<file path="src/tqi_pkg.sv">
package tqi_pkg;

    localparam int DEPTH_DEF = 16;

    localparam int STAMP_W  = 32;
    localparam int ANGLE_W  = 32;
    localparam int DIFF_W   = STAMP_W + 1;
    localparam int WIDE_W   = 64;
    localparam int PROD_W   = WIDE_W + DIFF_W;
    localparam int NUM_W    = PROD_W + 1;
    localparam int MIN_SAMPLES = 3;

    localparam logic [1:0] STATUS_OK    = 2'd0;
    localparam logic [1:0] STATUS_FEW   = 2'd1;
    localparam logic [1:0] STATUS_OLD   = 2'd2;
    localparam logic [1:0] STATUS_EQUAL = 2'd3;

    localparam logic [3:0] OP_NONE      = 4'd0;
    localparam logic [3:0] OP_INSERT    = 4'd1;
    localparam logic [3:0] OP_QUERY     = 4'd2;
    localparam logic [3:0] OP_SRCH_RD   = 4'd3;
    localparam logic [3:0] OP_SRCH_NEXT = 4'd4;
    localparam logic [3:0] OP_CENTRE    = 4'd5;
    localparam logic [3:0] OP_RD_N      = 4'd6;
    localparam logic [3:0] OP_RD_M      = 4'd7;
    localparam logic [3:0] OP_RD_O      = 4'd8;
    localparam logic [3:0] OP_CAP_O     = 4'd9;
    localparam logic [3:0] OP_MUL       = 4'd10;
    localparam logic [3:0] OP_DIV       = 4'd11;
    localparam logic [3:0] OP_LOAD_OUT  = 4'd12;

    // Neville sequence steps
    localparam logic [3:0] NV_NM_MUL0  = 4'd0;
    localparam logic [3:0] NV_NM_MUL1  = 4'd1;
    localparam logic [3:0] NV_NM_DIV   = 4'd2;
    localparam logic [3:0] NV_MO_MUL0  = 4'd3;
    localparam logic [3:0] NV_MO_MUL1  = 4'd4;
    localparam logic [3:0] NV_MO_DIV   = 4'd5;
    localparam logic [3:0] NV_FIN_MUL0 = 4'd6;
    localparam logic [3:0] NV_FIN_MUL1 = 4'd7;
    localparam logic [3:0] NV_FIN_DIV  = 4'd8;

    typedef struct packed {
        logic [3:0] op;
        logic [3:0] step;
        logic [1:0] status;
    } tqi_cmd_t;

    typedef struct packed {
        logic under3;
        logic hit;
        logic k_last;
        logic eq_stamps;
        logic mul_done;
        logic div_done;
    } tqi_stat_t;

endpackage

</file>
<file path="src/tqi_if.sv">
interface tqi_in_if;
    logic        valid;
    logic        ready;
    logic        cmd;
    logic [31:0] stamp;
    logic signed [31:0] sample_angle;

    modport source (output valid, output cmd, output stamp, output sample_angle, input ready);
    modport sink   (input valid, input cmd, input stamp, input sample_angle, output ready);
endinterface

interface tqi_out_if;
    logic        valid;
    logic        ready;
    logic signed [31:0] out_angle;
    logic [31:0] out_stamp;
    logic [1:0]  status;

    modport source (output valid, output out_angle, output out_stamp, output status, input ready);
    modport sink   (input valid, input out_angle, input out_stamp, input status, output ready);
endinterface

</file>
<file path="src/timestamped_quadratic_interpolator.sv">
// Time-stamped quadratic interpolator.
// in_ch carries transactions: cmd 0 stores (stamp, sample_angle) in a ring
// of DEPTH samples, overwriting the oldest; cmd 1 asks for the angle at
// time stamp. Only a query gives an out_ch transaction: out_angle (Q16.16,
// saturated, zero on error), out_stamp (echo) and status.
// An insert is written into the ring while idle. A query searches the
// history entry by entry, fetches the three points, checks the stamps,
// then runs six shift-add multiplies and three restoring divides on one
// shared multiplier and one shared divider. Early-exit statuses (too few
// samples, too old, equal stamps) skip the multiplies and divides.
// One query is worked on at a time.
// A finished result is held in the output register; the next transaction
// is taken while it waits, but a further query result stalls until out_ch
// is ready. Reset empties the history and drops any pending result; the
// history store itself is not cleared.
module timestamped_quadratic_interpolator
    import tqi_pkg::*;
#(
    parameter int DEPTH = DEPTH_DEF
)
(
    input  logic      clk,
    input  logic      rst_n,
    tqi_in_if.sink    in_ch,
    tqi_out_if.source out_ch
);

    tqi_cmd_t  cmd;
    tqi_stat_t stat;

    tqi_ctrl u_ctrl (
        .clk       (clk),
        .rst_n     (rst_n),
        .in_valid  (in_ch.valid),
        .in_cmd    (in_ch.cmd),
        .in_ready  (in_ch.ready),
        .out_valid (out_ch.valid),
        .out_ready (out_ch.ready),
        .stat      (stat),
        .cmd       (cmd)
    );

    tqi_dp #(
        .DEPTH (DEPTH)
    ) u_dp (
        .clk        (clk),
        .rst_n      (rst_n),
        .cmd        (cmd),
        .stat       (stat),
        .in_stamp   (in_ch.stamp),
        .in_angle   (in_ch.sample_angle),
        .out_angle  (out_ch.out_angle),
        .out_stamp  (out_ch.out_stamp),
        .out_status (out_ch.status)
    );

endmodule

</file>
<file path="src/tqi_ctrl.sv">
module tqi_ctrl
    import tqi_pkg::*;
(
    input  logic      clk,
    input  logic      rst_n,
    input  logic      in_valid,
    input  logic      in_cmd,
    output logic      in_ready,
    output logic      out_valid,
    input  logic      out_ready,
    input  tqi_stat_t stat,
    output tqi_cmd_t  cmd
);

    localparam logic [3:0] S_IDLE  = 4'd0;
    localparam logic [3:0] S_CHK   = 4'd1;
    localparam logic [3:0] S_SRD   = 4'd2;
    localparam logic [3:0] S_SCMP  = 4'd3;
    localparam logic [3:0] S_RDN   = 4'd4;
    localparam logic [3:0] S_RDM   = 4'd5;
    localparam logic [3:0] S_RDO   = 4'd6;
    localparam logic [3:0] S_CAPO  = 4'd7;
    localparam logic [3:0] S_EQ    = 4'd8;
    localparam logic [3:0] S_ISSUE = 4'd9;
    localparam logic [3:0] S_WAIT  = 4'd10;
    localparam logic [3:0] S_DONE  = 4'd11;

    logic [3:0] state_reg, state_next;
    logic [3:0] step_reg, step_next;
    logic [1:0] status_reg, status_next;
    logic       out_valid_reg, out_valid_next;
    logic       step_is_div;

    assign step_is_div = (step_reg == NV_NM_DIV) || (step_reg == NV_MO_DIV)
                      || (step_reg == NV_FIN_DIV);
    assign in_ready  = (state_reg == S_IDLE);
    assign out_valid = out_valid_reg;

    always_comb
    begin
        state_next     = state_reg;
        step_next      = step_reg;
        status_next    = status_reg;
        out_valid_next = out_valid_reg && !out_ready;
        cmd.op         = OP_NONE;
        cmd.step       = step_reg;
        cmd.status     = status_reg;
        unique case (state_reg)
            S_IDLE:
            begin
                if (in_valid)
                begin
                    if (in_cmd)
                    begin
                        cmd.op     = OP_QUERY;
                        state_next = S_CHK;
                    end
                    else
                    begin
                        cmd.op = OP_INSERT;
                    end
                end
            end
            S_CHK:
            begin
                if (stat.under3)
                begin
                    status_next = STATUS_FEW;
                    state_next  = S_DONE;
                end
                else
                begin
                    state_next = S_SRD;
                end
            end
            S_SRD:
            begin
                cmd.op     = OP_SRCH_RD;
                state_next = S_SCMP;
            end
            S_SCMP:
            begin
                if (stat.hit)
                begin
                    cmd.op     = OP_CENTRE;
                    state_next = S_RDN;
                end
                else if (stat.k_last)
                begin
                    status_next = STATUS_OLD;
                    state_next  = S_DONE;
                end
                else
                begin
                    cmd.op     = OP_SRCH_NEXT;
                    state_next = S_SRD;
                end
            end
            S_RDN:
            begin
                cmd.op     = OP_RD_N;
                state_next = S_RDM;
            end
            S_RDM:
            begin
                cmd.op     = OP_RD_M;
                state_next = S_RDO;
            end
            S_RDO:
            begin
                cmd.op     = OP_RD_O;
                state_next = S_CAPO;
            end
            S_CAPO:
            begin
                cmd.op     = OP_CAP_O;
                state_next = S_EQ;
            end
            S_EQ:
            begin
                if (stat.eq_stamps)
                begin
                    status_next = STATUS_EQUAL;
                    state_next  = S_DONE;
                end
                else
                begin
                    status_next = STATUS_OK;
                    step_next   = NV_NM_MUL0;
                    state_next  = S_ISSUE;
                end
            end
            S_ISSUE:
            begin
                cmd.op     = step_is_div ? OP_DIV : OP_MUL;
                state_next = S_WAIT;
            end
            S_WAIT:
            begin
                if (stat.mul_done || stat.div_done)
                begin
                    if (step_reg == NV_FIN_DIV)
                    begin
                        state_next = S_DONE;
                    end
                    else
                    begin
                        step_next  = step_reg + 4'd1;
                        state_next = S_ISSUE;
                    end
                end
            end
            S_DONE:
            begin
                if (!out_valid_reg || out_ready)
                begin
                    cmd.op         = OP_LOAD_OUT;
                    out_valid_next = 1'b1;
                    state_next     = S_IDLE;
                end
            end
            default:
            begin
                state_next = S_IDLE;
            end
        endcase
    end

    always_ff @(posedge clk or negedge rst_n)
    begin
        if (!rst_n)
        begin
            state_reg     <= S_IDLE;
            step_reg      <= NV_NM_MUL0;
            status_reg    <= STATUS_OK;
            out_valid_reg <= 1'b0;
        end
        else
        begin
            state_reg     <= state_next;
            step_reg      <= step_next;
            status_reg    <= status_next;
            out_valid_reg <= out_valid_next;
        end
    end

endmodule

</file>
<file path="src/tqi_dp.sv">
module tqi_dp
    import tqi_pkg::*;
#(
    parameter int DEPTH = DEPTH_DEF
)
(
    input  logic                      clk,
    input  logic                      rst_n,
    input  tqi_cmd_t                  cmd,
    output tqi_stat_t                 stat,
    input  logic [STAMP_W-1:0]        in_stamp,
    input  logic signed [ANGLE_W-1:0] in_angle,
    output logic signed [ANGLE_W-1:0] out_angle,
    output logic [STAMP_W-1:0]        out_stamp,
    output logic [1:0]                out_status
);

    localparam int AW = (DEPTH > 1) ? $clog2(DEPTH) : 1;
    localparam int CW = $clog2(DEPTH + 1);
    localparam int MCW = $clog2(DIFF_W + 1);
    localparam int DCW = $clog2(NUM_W + 1);

    logic [STAMP_W-1:0] stamp_mem [DEPTH];
    logic [ANGLE_W-1:0] angle_mem [DEPTH];

    logic [AW-1:0] newest_reg, newest_next;
    logic [CW-1:0] count_reg, count_next;
    logic [CW-1:0] k_reg, c_reg;
    logic [AW-1:0] rd_age, rd_slot, wr_slot;
    logic [AW:0]   slot_sum;
    logic [STAMP_W-1:0] rd_stamp_reg;
    logic [ANGLE_W-1:0] rd_angle_reg;

    logic [STAMP_W-1:0] t_reg, tn_reg, tm_reg, to_reg;
    logic signed [ANGLE_W-1:0] an_reg, am_reg, ao_reg;
    logic signed [WIDE_W-1:0]  pnm_reg, pmo_reg;
    logic signed [ANGLE_W-1:0] angle_reg;
    logic signed [NUM_W-1:0]   num_reg;
    logic signed [ANGLE_W-1:0] out_angle_reg;
    logic [STAMP_W-1:0]        out_stamp_reg;
    logic [1:0]                out_status_reg;

    logic signed [DIFF_W-1:0] dn, dm, d_o;

    // shift-add multiplier
    logic [WIDE_W-1:0]  ma_reg;
    logic [DIFF_W-1:0]  mb_reg;
    logic [PROD_W-1:0]  prod_reg;
    logic               mneg_reg, msub_reg, mbusy_reg;
    logic [MCW-1:0]     mcnt_reg;
    logic signed [WIDE_W-1:0] mul_a;
    logic signed [DIFF_W-1:0] mul_b;
    logic               mul_sub;
    logic signed [NUM_W-1:0]  sprod;

    // restoring divider
    logic [NUM_W-1:0]   dq_reg;
    logic [DIFF_W-1:0]  drem_reg;
    logic [DIFF_W-1:0]  dden_reg;
    logic               dneg_reg, dsat32_reg, dbusy_reg;
    logic [1:0]         ddest_reg;
    logic [DCW-1:0]     dcnt_reg;
    logic signed [DIFF_W-1:0] div_den;
    logic [DIFF_W:0]    dtrial;
    logic               dfits;
    logic [NUM_W-1:0]   dlim;
    logic [WIDE_W-1:0]  dclamp;
    logic [WIDE_W-1:0]  dres;
    logic [NUM_W-1:0]   num_mag;

    logic k_last;

    assign k_last = (k_reg == count_reg - CW'(1));

    always_comb
    begin
        unique case (cmd.op)
            OP_RD_N:  rd_age = AW'(c_reg - CW'(1));
            OP_RD_M:  rd_age = AW'(c_reg);
            OP_RD_O:  rd_age = AW'(c_reg + CW'(1));
            default:  rd_age = AW'(k_reg);
        endcase
        slot_sum = {1'b0, newest_reg} + (AW+1)'(DEPTH) - {1'b0, rd_age};
        if (slot_sum >= (AW+1)'(DEPTH))
        begin
            slot_sum = slot_sum - (AW+1)'(DEPTH);
        end
        rd_slot = slot_sum[AW-1:0];
        wr_slot = (newest_reg == AW'(DEPTH - 1)) ? '0 : newest_reg + AW'(1);
    end

    always_ff @(posedge clk)
    begin
        if (cmd.op == OP_INSERT)
        begin
            stamp_mem[wr_slot] <= in_stamp;
            angle_mem[wr_slot] <= in_angle;
        end
        rd_stamp_reg <= stamp_mem[rd_slot];
        rd_angle_reg <= angle_mem[rd_slot];
    end

    always_comb
    begin
        newest_next = newest_reg;
        count_next  = count_reg;
        if (cmd.op == OP_INSERT)
        begin
            newest_next = wr_slot;
            if (count_reg != CW'(DEPTH))
            begin
                count_next = count_reg + CW'(1);
            end
        end
    end

    assign dn  = DIFF_W'({1'b0, t_reg}) - DIFF_W'({1'b0, tn_reg});
    assign dm  = DIFF_W'({1'b0, t_reg}) - DIFF_W'({1'b0, tm_reg});
    assign d_o = DIFF_W'({1'b0, t_reg}) - DIFF_W'({1'b0, to_reg});

    always_comb
    begin
        mul_a   = WIDE_W'(an_reg);
        mul_b   = dm;
        mul_sub = 1'b0;
        div_den = DIFF_W'({1'b0, tn_reg}) - DIFF_W'({1'b0, tm_reg});
        unique case (cmd.step)
            NV_NM_MUL0:
            begin
                mul_a = WIDE_W'(an_reg);
                mul_b = dm;
            end
            NV_NM_MUL1:
            begin
                mul_a   = WIDE_W'(am_reg);
                mul_b   = dn;
                mul_sub = 1'b1;
            end
            NV_MO_MUL0:
            begin
                mul_a = WIDE_W'(am_reg);
                mul_b = d_o;
            end
            NV_MO_MUL1:
            begin
                mul_a   = WIDE_W'(ao_reg);
                mul_b   = dm;
                mul_sub = 1'b1;
            end
            NV_FIN_MUL0:
            begin
                mul_a = pnm_reg;
                mul_b = d_o;
            end
            NV_FIN_MUL1:
            begin
                mul_a   = pmo_reg;
                mul_b   = dn;
                mul_sub = 1'b1;
            end
            NV_MO_DIV:
            begin
                div_den = DIFF_W'({1'b0, tm_reg}) - DIFF_W'({1'b0, to_reg});
            end
            NV_FIN_DIV:
            begin
                div_den = DIFF_W'({1'b0, tn_reg}) - DIFF_W'({1'b0, to_reg});
            end
            default:
            begin
                div_den = DIFF_W'({1'b0, tn_reg}) - DIFF_W'({1'b0, tm_reg});
            end
        endcase
    end

    assign sprod   = mneg_reg ? -$signed({1'b0, prod_reg}) : $signed({1'b0, prod_reg});
    assign num_mag = num_reg[NUM_W-1] ? NUM_W'(-num_reg) : NUM_W'(num_reg);

    assign dtrial = {drem_reg, dq_reg[NUM_W-1]} - {1'b0, dden_reg};
    assign dfits  = !dtrial[DIFF_W];

    always_comb
    begin
        dlim = dsat32_reg ? (NUM_W'(1) << (ANGLE_W - 1)) : (NUM_W'(1) << (WIDE_W - 1));
        if (dneg_reg)
        begin
            dclamp = (dq_reg > dlim) ? WIDE_W'(dlim) : WIDE_W'(dq_reg);
            dres   = -dclamp;
        end
        else
        begin
            dclamp = (dq_reg >= dlim) ? WIDE_W'(dlim - NUM_W'(1)) : WIDE_W'(dq_reg);
            dres   = dclamp;
        end
    end

    always_ff @(posedge clk or negedge rst_n)
    begin
        if (!rst_n)
        begin
            newest_reg <= '0;
            count_reg  <= '0;
            mbusy_reg  <= 1'b0;
            dbusy_reg  <= 1'b0;
        end
        else
        begin
            newest_reg <= newest_next;
            count_reg  <= count_next;
            if (cmd.op == OP_MUL)
            begin
                mbusy_reg <= 1'b1;
            end
            else if (mbusy_reg && (mcnt_reg == '0))
            begin
                mbusy_reg <= 1'b0;
            end
            if (cmd.op == OP_DIV)
            begin
                dbusy_reg <= 1'b1;
            end
            else if (dbusy_reg && (dcnt_reg == '0))
            begin
                dbusy_reg <= 1'b0;
            end
        end
    end

    always_ff @(posedge clk)
    begin
        unique case (cmd.op)
            OP_QUERY:
            begin
                t_reg <= in_stamp;
                k_reg <= '0;
            end
            OP_SRCH_NEXT:
            begin
                k_reg <= k_reg + CW'(1);
            end
            OP_CENTRE:
            begin
                if (k_reg == '0)
                begin
                    c_reg <= CW'(1);
                end
                else if (k_last)
                begin
                    c_reg <= k_reg - CW'(1);
                end
                else
                begin
                    c_reg <= k_reg;
                end
            end
            OP_RD_M:
            begin
                tn_reg <= rd_stamp_reg;
                an_reg <= rd_angle_reg;
            end
            OP_RD_O:
            begin
                tm_reg <= rd_stamp_reg;
                am_reg <= rd_angle_reg;
            end
            OP_CAP_O:
            begin
                to_reg <= rd_stamp_reg;
                ao_reg <= rd_angle_reg;
            end
            OP_LOAD_OUT:
            begin
                out_angle_reg  <= (cmd.status == STATUS_OK) ? angle_reg : '0;
                out_stamp_reg  <= t_reg;
                out_status_reg <= cmd.status;
            end
            default:
            begin
            end
        endcase

        if (cmd.op == OP_MUL)
        begin
            ma_reg   <= mul_a[WIDE_W-1] ? WIDE_W'(-mul_a) : WIDE_W'(mul_a);
            mb_reg   <= mul_b[DIFF_W-1] ? DIFF_W'(-mul_b) : DIFF_W'(mul_b);
            mneg_reg <= mul_a[WIDE_W-1] ^ mul_b[DIFF_W-1];
            msub_reg <= mul_sub;
            prod_reg <= '0;
            mcnt_reg <= MCW'(DIFF_W);
        end
        else if (mbusy_reg)
        begin
            if (mcnt_reg != '0)
            begin
                prod_reg <= {prod_reg[PROD_W-2:0], 1'b0}
                          + (mb_reg[DIFF_W-1] ? PROD_W'(ma_reg) : '0);
                mb_reg   <= {mb_reg[DIFF_W-2:0], 1'b0};
                mcnt_reg <= mcnt_reg - MCW'(1);
            end
            else
            begin
                num_reg <= msub_reg ? num_reg - sprod : sprod;
            end
        end

        if (cmd.op == OP_DIV)
        begin
            dq_reg     <= num_mag;
            drem_reg   <= '0;
            dden_reg   <= div_den[DIFF_W-1] ? DIFF_W'(-div_den) : DIFF_W'(div_den);
            dneg_reg   <= num_reg[NUM_W-1] ^ div_den[DIFF_W-1];
            dsat32_reg <= (cmd.step == NV_FIN_DIV);
            ddest_reg  <= (cmd.step == NV_NM_DIV) ? 2'd0 :
                          (cmd.step == NV_MO_DIV) ? 2'd1 : 2'd2;
            dcnt_reg   <= DCW'(NUM_W);
        end
        else if (dbusy_reg)
        begin
            if (dcnt_reg != '0)
            begin
                drem_reg <= dfits ? DIFF_W'(dtrial)
                                  : {drem_reg[DIFF_W-2:0], dq_reg[NUM_W-1]};
                dq_reg   <= {dq_reg[NUM_W-2:0], dfits};
                dcnt_reg <= dcnt_reg - DCW'(1);
            end
            else
            begin
                unique case (ddest_reg)
                    2'd0:    pnm_reg   <= dres;
                    2'd1:    pmo_reg   <= dres;
                    default: angle_reg <= dres[ANGLE_W-1:0];
                endcase
            end
        end
    end

    assign stat.under3    = (count_reg < CW'(MIN_SAMPLES));
    assign stat.hit       = (rd_stamp_reg <= t_reg);
    assign stat.k_last    = k_last;
    assign stat.eq_stamps = (tn_reg == tm_reg) || (tm_reg == to_reg) || (tn_reg == to_reg);
    assign stat.mul_done  = mbusy_reg && (mcnt_reg == '0);
    assign stat.div_done  = dbusy_reg && (dcnt_reg == '0);

    assign out_angle  = out_angle_reg;
    assign out_stamp  = out_stamp_reg;
    assign out_status = out_status_reg;

endmodule
</file>
<file path="src/flat_wrapper.sv">
// flat-port wrapper written by rule: the top's interface ports become plain ports
module timestamped_quadratic_interpolator_flat import tqi_pkg::*;
#(
    parameter int DEPTH = DEPTH_DEF
)
  (clk, rst_n, in_ch_valid, in_ch_cmd, in_ch_stamp, in_ch_sample_angle, in_ch_ready, out_ch_valid, out_ch_out_angle, out_ch_out_stamp, out_ch_status, out_ch_ready);
  tqi_in_if in_ch_i ();
  tqi_out_if out_ch_i ();
  input  logic clk;
  input  logic rst_n;
  input wire logic [$bits(in_ch_i.valid)-1:0] in_ch_valid;
  input wire logic [$bits(in_ch_i.cmd)-1:0] in_ch_cmd;
  input wire logic [$bits(in_ch_i.stamp)-1:0] in_ch_stamp;
  input wire logic [$bits(in_ch_i.sample_angle)-1:0] in_ch_sample_angle;
  output wire logic [$bits(in_ch_i.ready)-1:0] in_ch_ready;
  output wire logic [$bits(out_ch_i.valid)-1:0] out_ch_valid;
  output wire logic [$bits(out_ch_i.out_angle)-1:0] out_ch_out_angle;
  output wire logic [$bits(out_ch_i.out_stamp)-1:0] out_ch_out_stamp;
  output wire logic [$bits(out_ch_i.status)-1:0] out_ch_status;
  input wire logic [$bits(out_ch_i.ready)-1:0] out_ch_ready;
  assign in_ch_i.valid = in_ch_valid;
  assign in_ch_i.cmd = in_ch_cmd;
  assign in_ch_i.stamp = in_ch_stamp;
  assign in_ch_i.sample_angle = in_ch_sample_angle;
  assign in_ch_ready = in_ch_i.ready;
  assign out_ch_valid = out_ch_i.valid;
  assign out_ch_out_angle = out_ch_i.out_angle;
  assign out_ch_out_stamp = out_ch_i.out_stamp;
  assign out_ch_status = out_ch_i.status;
  assign out_ch_i.ready = out_ch_ready;
  timestamped_quadratic_interpolator #(.DEPTH(DEPTH)) u_core (.clk(clk), .rst_n(rst_n), .in_ch(in_ch_i), .out_ch(out_ch_i));
endmodule
</file>
<file path="config.mk">
export PLATFORM = sky130hd
export DESIGN_NAME = timestamped_quadratic_interpolator_flat
export DESIGN_NICKNAME = d
export VERILOG_FILES = /design/src/tqi_pkg.sv /design/src/tqi_if.sv /design/src/timestamped_quadratic_interpolator.sv /design/src/tqi_ctrl.sv /design/src/tqi_dp.sv /design/src/flat_wrapper.sv
export SDC_FILE = /design/constraint.sdc
export NUM_CORES = 2
export LEC_CHECK = 0
export BUFFER_PORTS_ARGS = -buffer_cell sky130_fd_sc_hd__buf_2
export CAP_MARGIN = 20
export CORE_ASPECT_RATIO = 0.6
export CORE_MARGIN = 4
export CORE_UTILIZATION = 64
export DETAILED_ROUTE_END_ITERATION = 7
export PLACE_DENSITY_LB_ADDON = 0.25
export SYNTH_ARGS = -nofsm -noshare
export SYNTH_HDL_FRONTEND = slang
export SYNTH_SLANG_ARGS = --single-unit
</file>
<file path="constraint.sdc">
create_clock -name clk -period 9.65 [get_ports clk]
set_clock_uncertainty 0.15 [all_clocks]
set_input_delay 1.93 -clock clk [delete_from_list [all_inputs] [get_ports clk]]
set_output_delay 1.93 -clock clk [all_outputs]
set_load 0.005 [all_outputs]
</file>
Word-level counts from Yosys, hierarchy flattened
Memories as Yosys holds them, arrays and structs flattened. A register that Yosys moved wholly into a read port is not among the register bits.
Index checks and enable logic that the tools add are counted.
- $add $sub $neg: 29
- order comparisons: 5
- equal/unequal tests: 46
- muxes and demuxes: 62
- bitwise operators: 7
- reduce and logical (&&, ||, !) cells: 46
- operators with widths (cell ; count):
    98-bit two-way mux ; 6
    64-bit two-way mux ; 5
    64-bit one-hot mux with 4 select lines ; 1
    32-bit by 32-bit subtractor with 33-bit output ; 6
    33-bit two-way mux ; 5
    33-bit one-hot mux with 2 select lines ; 2
    64-bit negator ; 2
    98-bit by 64-bit greater-or-equal comparator with 1-bit output ; 1
    98-bit by 64-bit > comparator with 1-bit output ; 1
    97-bit negator with 98-bit output ; 1
    98-bit negator ; 1
    98-bit subtractor ; 1
    97-bit by 64-bit adder with 97-bit output ; 1
    32-bit equality test ; 3
    33-bit negator ; 2
    64-bit by 1-bit subtractor with 64-bit output, second input constant ; 1
    63-bit two-way mux ; 1
    4-bit two-way mux ; 14
    4-bit by 3-bit equality test with 1-bit output, second input constant ; 12
    4-bit one-hot mux with 12 select lines ; 1
    4-bit equality test, second input constant ; 11
    4-bit one-hot mux with 9 select lines ; 1
    34-bit by 33-bit subtractor with 34-bit output ; 1
    32-bit <= comparator ; 1
    44 further kinds ; 114
- bits in registers: 956
- memory bits (writable): 1024
- bits of input ports: 69
- output and inout bits: 68
- logic and storage cells: 236
- memories kept: 2
- memories (name ; depth ; width ; read ports ; clocked after memory_dff ; write ports ; RTL line ; text):
    u_core.u_dp.angle_mem ; 16 ; 32 ; 1 ; 1 ; 1 ; tqi_dp.sv:24 ; logic [ANGLE_W-1:0] angle_mem [DEPTH];
    u_core.u_dp.stamp_mem ; 16 ; 32 ; 1 ; 1 ; 1 ; tqi_dp.sv:23 ; logic [STAMP_W-1:0] stamp_mem [DEPTH];

Depth between registers and ports, before layout
- word-level depth: 10
- depth in mapped cells: 28
- gate-level depth less buffers: 23

Hierarchy
From an unflattened synthesis, not the netlist that was laid out.
- cells, all modules: 8696
- area total of the unflattened synthesis: 105841.5 µm²
- by module, submodules not included (module ; times used ; cells an instance ; area an instance (µm²) ; sequential area each (µm²)):
    tqi_dp ; 1 ; 8580 ; 104923.1 ; 58921.5
    tqi_ctrl ; 1 ; 116 ; 918.4 ; 275.3

Worst setup path after synthesis
Ideal clock, no wire load.
- path type: reg2reg
- start point: reg u_core.u_ctrl.step_reg[0]
- end point: reg u_core.u_dp.pmo_reg[0], enable pin
- setup time: 0.578 ns
- arrival: 6.791 ns
- required time: 8.922 ns
- slack: 2.131 ns
- cell stages (with the launch flop): 13
- buffers on the path: 4
- clock period less this slack: 7.519 ns
- cell sequence: dfrtp_1 inv_1 ha_1 clkbuf_1 clkbuf_1 mux2i_1 or2_2 nand2_1 nand3_1 clkbuf_1 clkbuf_1 nand2_1 nor3b_1
- cells in the longest elaborated chain, start to end: 8
- elaborated cells between the ends (all ways): 10
- classes of those cells: 4 x eq/ne; 2 x mux; 1 x bitwise; 3 x reduce/logical
- ends and longest elaborated chain (what ; RTL line ; text):
    from (decl) ; tqi_ctrl.sv:29 ; logic [3:0] step_reg, step_next;
    from (signal assigned) ; tqi_ctrl.sv:181 ; step_reg <= step_next;
    4-bit by 2-bit equality test with 1-bit output or 4-bit by 3-bit equality test with 1-bit output (tied branches) ; tqi_ctrl.sv:34 ; assign step_is_div = (step_reg == NV_NM_DIV) || (step_reg == NV_MO_DIV)
    1-bit logical OR ; tqi_ctrl.sv:34 ;
    1-bit logical OR * ; tqi_ctrl.sv:35 ; || (step_reg == NV_FIN_DIV);
    1-bit two-way mux * ; tqi_ctrl.sv:135 ; cmd.op = step_is_div ? OP_DIV : OP_MUL;
    4-bit one-hot mux with 9 select lines * ; tqi_ctrl.sv:48 ; unique case (state_reg)
    4-bit equality test * ; tqi_dp.sv:306 ; if (cmd.op == OP_DIV)
    1-bit inverter (no source line) * ; -- ;
    4-bit AND reduction (no source line) * ; -- ;
    to (signal assigned) ; tqi_dp.sv:330 ; 2'd1: pmo_reg <= dres;
    to (decl) ; tqi_dp.sv:36 ; logic signed [WIDE_W-1:0] pnm_reg, pmo_reg;
Every way passes the cells marked *; elsewhere a longest branch is shown, timed or not.
A chain may end at the register's enable or synchronous reset.

Worst setup path after layout
- start point: reg u_core.u_dp.prod_reg[5]
- end point: reg u_core.u_dp.num_reg[90], data pin
- cells in the longest elaborated chain, start to end: 4
- ends and longest elaborated chain (what ; RTL line ; text):
    from (decl) ; tqi_dp.sv:48 ; logic [PROD_W-1:0] prod_reg;
    from (signal assigned) ; tqi_dp.sv:295 ; prod_reg <= {prod_reg[PROD_W-2:0], 1'b0}
    97-bit negator with 98-bit output ; tqi_dp.sv:176 ; assign sprod = mneg_reg ? -$signed({1'b0, prod_reg}) : $signed({1'b0, prod_reg});
    98-bit two-way mux * ; tqi_dp.sv:176 ;
    98-bit subtractor ; tqi_dp.sv:302 ; num_reg <= msub_reg ? num_reg - sprod : sprod;
    98-bit two-way mux * ; tqi_dp.sv:302 ;
    to (signal assigned) ; tqi_dp.sv:302 ;
    to (decl) ; tqi_dp.sv:38 ; logic signed [NUM_W-1:0] num_reg;
Marks and branches as above.

==> out/metrics.yaml <==
clock_network:
  clk_pin_slew_worst_paths_ps: 70
  hold_buffers: 0
  clock_sinks: 2044
  ctsResizeCount: 0
  clock_latency_ps: 880
  postCtsSetupBuffers: 0
  cts_tree: "yes"
  cts_buffers: 185
  root_buffer: "clkbuf_16"
  clk_path_buf_depth: 4
  cts.htree.levels: 4
final_layout:
  finalInstanceArea_um2: 116000
  final_common_cell: "edfxtp_1"
  layout.nets: 9376
  largestRegisters: "u_core.u_dp.angle_mem: 512 flops, u_core.u_dp.stamp_mem: 512 flops"
  syn2layout_area_growth_pct: 8.57
  drive_gt1_share_pct: 10.4
  final_cell_mix: "1815 x edfxtp_1, 776 x nand2_1, 652 x a21oi_1"
critical_path:
  cp-end-kind: "flip-flop"
  worstPathCellList: "or4_1 -> nor4_1 -> nor3b_1 -> and3b_1 -> nand2_1 -> or3_1 -> or3_1 -> o21ai_2 -> xor2_1 -> ha_1 -> nand2_1 -> or4_1 -> nor4_1 -> o21ai_0 -> nand3_1 -> a21oi_1 -> o41ai_1 -> buf_4 -> a21oi_1 -> o31ai_1 -> xnor2_1 -> mux2i_1"
  crit_type: "flip-flop to flip-flop"
  r2r_start: "u_core.u_dp.prod_reg[5]"
  cp.arrival_ps: 8170
  crit_slowest_cell: "or4_1"
  cp_num_buf_inv: 1
  crit_family: "simple AND/OR/NAND/NOR gates"
  worstSetupStartpointType: "flip-flop"
  crit_required_ps: 10030
  crit_path_max_incr_delay_ps: 620
  crit_start: "u_core.u_dp.prod_reg[5]"
  crit_fanout: 8
pwr:
  p_per_area_nw_per_um2: 322
  finalPower_mw: 37.2
  leakage_nw: 41.7
  ir_drop_v: 0.000567
global_route:
  grt_pass1_vias: 73810
  grt_overflow: 0
  grt_pass1_wl_um: 502000
  antenna_found_initial: 31
  globalRouteTotalUtil_pct: 39.2
  grt_max_degree: 126
logic_synthesis:
  synth_area_um2: 106000
  synth_edf_count: 1815
  synth_warnings: 0
  synth_cell_types: 109
  async_flop_share_pct: 1.08
  synth_seq_area_share_pct: 55.6
  synth-seq-cells: 2044
  synth_ff_type: "edfxtp_1"
  avgSynthCellArea_um2: 11.9
  synthCells: 8914
  synth_nets: 9376
timing:
  report.final.slew_viol_count: 0
  tns_ps: 0
  setup_viol: 0
  post-route-min-period_ps: 7790
  layout_setup_ws_ps: 1860
  fmax_mhz: 128
  finalCritPeriodShare_pct: 80.7
  holdWs_ps: 275
  max_slew.worst_pin.slew_ps: 1240
  slew_headroom_pct: 17.6
  hold_viol: 0
  rsz0062_at_grt: "false"
routing:
  vias_per_cell: 7.06
  drtPass1Iterations: 7
  drt-total-wl_um: 346000
  ant_nets: 0
  drt-initial-drc-count: 13745
  vias: 79816
  drc: 0
  wl_per_cell_um: 30.6
hold_path:
  hold_start: "u_core.u_dp.rd_angle_reg[27]"
  hold_class: "flip-flop to flip-flop"
place:
  io_buffers: 136
  detailedPlace.worstSlack_ps: 2260
  placed_cell_area_um2: 109000
  dp_hpwl_um: 233000
  place.gp.congestion: 1.05
floorplanning:
  die_w_um: 535
  core-area_um2: 165000
  rows: 115
  die_area_um2: 173000
  io_pins: 137
  dieHeight_um: 324
  initial_utilization_pct: 64.7
status:
  status: "finished clean"
job:
  cap_violations: 0
## power by group
| group | switching, mW | internal [mW] | total (mW) |
|---|---|---|---|
| registers | 0.955 | 10.8 | 11.8 |
| logic | 10.7 | 7.19 | 17.9 |
| clock network | 3.43 | 4.08 | 7.51 |
| total | 15.1 | 22.1 | 37.2 |
## area by class of cell
cell class | instances | area (um2)
multi-input cells | 6127 | 44700
flip-flops and latches | 2044 | 59200
fillers | 11326 | 49000
inverters | 290 | 1090
diodes | 17 | 42.5
clock inverters | 74 | 752
repair buffers | 266 | 1770
well taps | 2223 | 2780
clock buffers | 258 | 5200
## worst reg2reg max path, stage by stage (launching register included)
cell	delay, ps
dfxtp_1	350
or4_1	620
nor4_1	450
nor3b_1	430
and3b_1	400
nand2_1	290
or3_1	600
or3_1	470
o21ai_2	330
xor2_1	170
ha_1	440
nand2_1	140
or4_1	610
nor4_1	190
o21ai_0	130
nand3_1	310
a21oi_1	240
o41ai_1	320
buf_4	200
a21oi_1	120
o31ai_1	280
xnor2_1	160
mux2i_1	90
## path summary, 6_finish.rpt
kind / endpoint / slack (ps) / cells after the start
setup reg to reg: u_core.u_dp.num_reg[90] / 1860 / 22
max in group asynchronous: u_core.u_dp.dbusy_reg / 7800 / 1
setup / recovery: u_core.u_dp.num_reg[90] / 1860 / 22
hold reg to reg: u_core.u_dp.ao_reg[27] / 280 / 0
hold / removal: u_core.u_dp.ao_reg[27] / 280 / 0
min in group asynchronous: u_core.u_dp.count_reg[1] / 990 / 1
## kinds of logic after synthesis
kind of cell,after synthesis,synth area share (%)
compound gates,2314,13.8
mux,500,7.73
fa+ha+maj,393,4.68
xor+xnor,610,5.02
simple gates,2310,10.5
buf+inv,743,2.67
flops,2044,55.6
## through the flow
stage	instances	util (%)
after global routing	11293	70.2
after floorplan	8914	-
final	11299	70.2
after CTS	11273	70.1
after detailed placement	10941	66.5
after global placement	10938	66.5
## synthesized netlist by cell type, types with 43 or more instances
library cell / count / area share, %
a211oi_1: 52 / 0.37
a21o_1: 206 / 1.5
a21oi_1: 653 / 3.1
a22o_1: 47 / 0.39
a31oi_1: 77 / 0.45
and2_1: 125 / 0.73
and3_1: 59 / 0.35
buf_1: 46 / 0.16
clkbuf_1: 379 / 1.3
dfxtp_1: 207 / 3.9
edfxtp_1: 1815 / 51
ha_1: 384 / 4.5
inv_1: 285 / 1.0
mux2i_1: 239 / 2.2
mux4_2: 257 / 5.4
nand2_1: 776 / 2.7
nand2b_1: 52 / 0.31
nand3_1: 157 / 0.74
nand4_1: 112 / 0.66
nor2_1: 487 / 1.7
nor2b_1: 52 / 0.31
nor3_1: 155 / 0.73
nor4_1: 79 / 0.46
o211ai_1: 43 / 0.30
o21a_1: 69 / 0.49
o21ai_0: 623 / 2.9
o21bai_1: 48 / 0.34
o31ai_1: 100 / 0.71
or3_1: 90 / 0.53
xnor2_1: 274 / 2.3
xor2_1: 336 / 2.8
## metal layers
metal | share of wire, % | global-route usage (%) | vias to the layer above
met1 | 41 | 60.3 | 38960
met3 | 16 | 13.8 | 738
met5 | 0.016 | 0 | -
met2 | 40 | 52.3 | 6137
li1 | - | - | 33971
met4 | 3.3 | 11.1 | 10
Note: power is estimated with default switching activity, not from simulation.
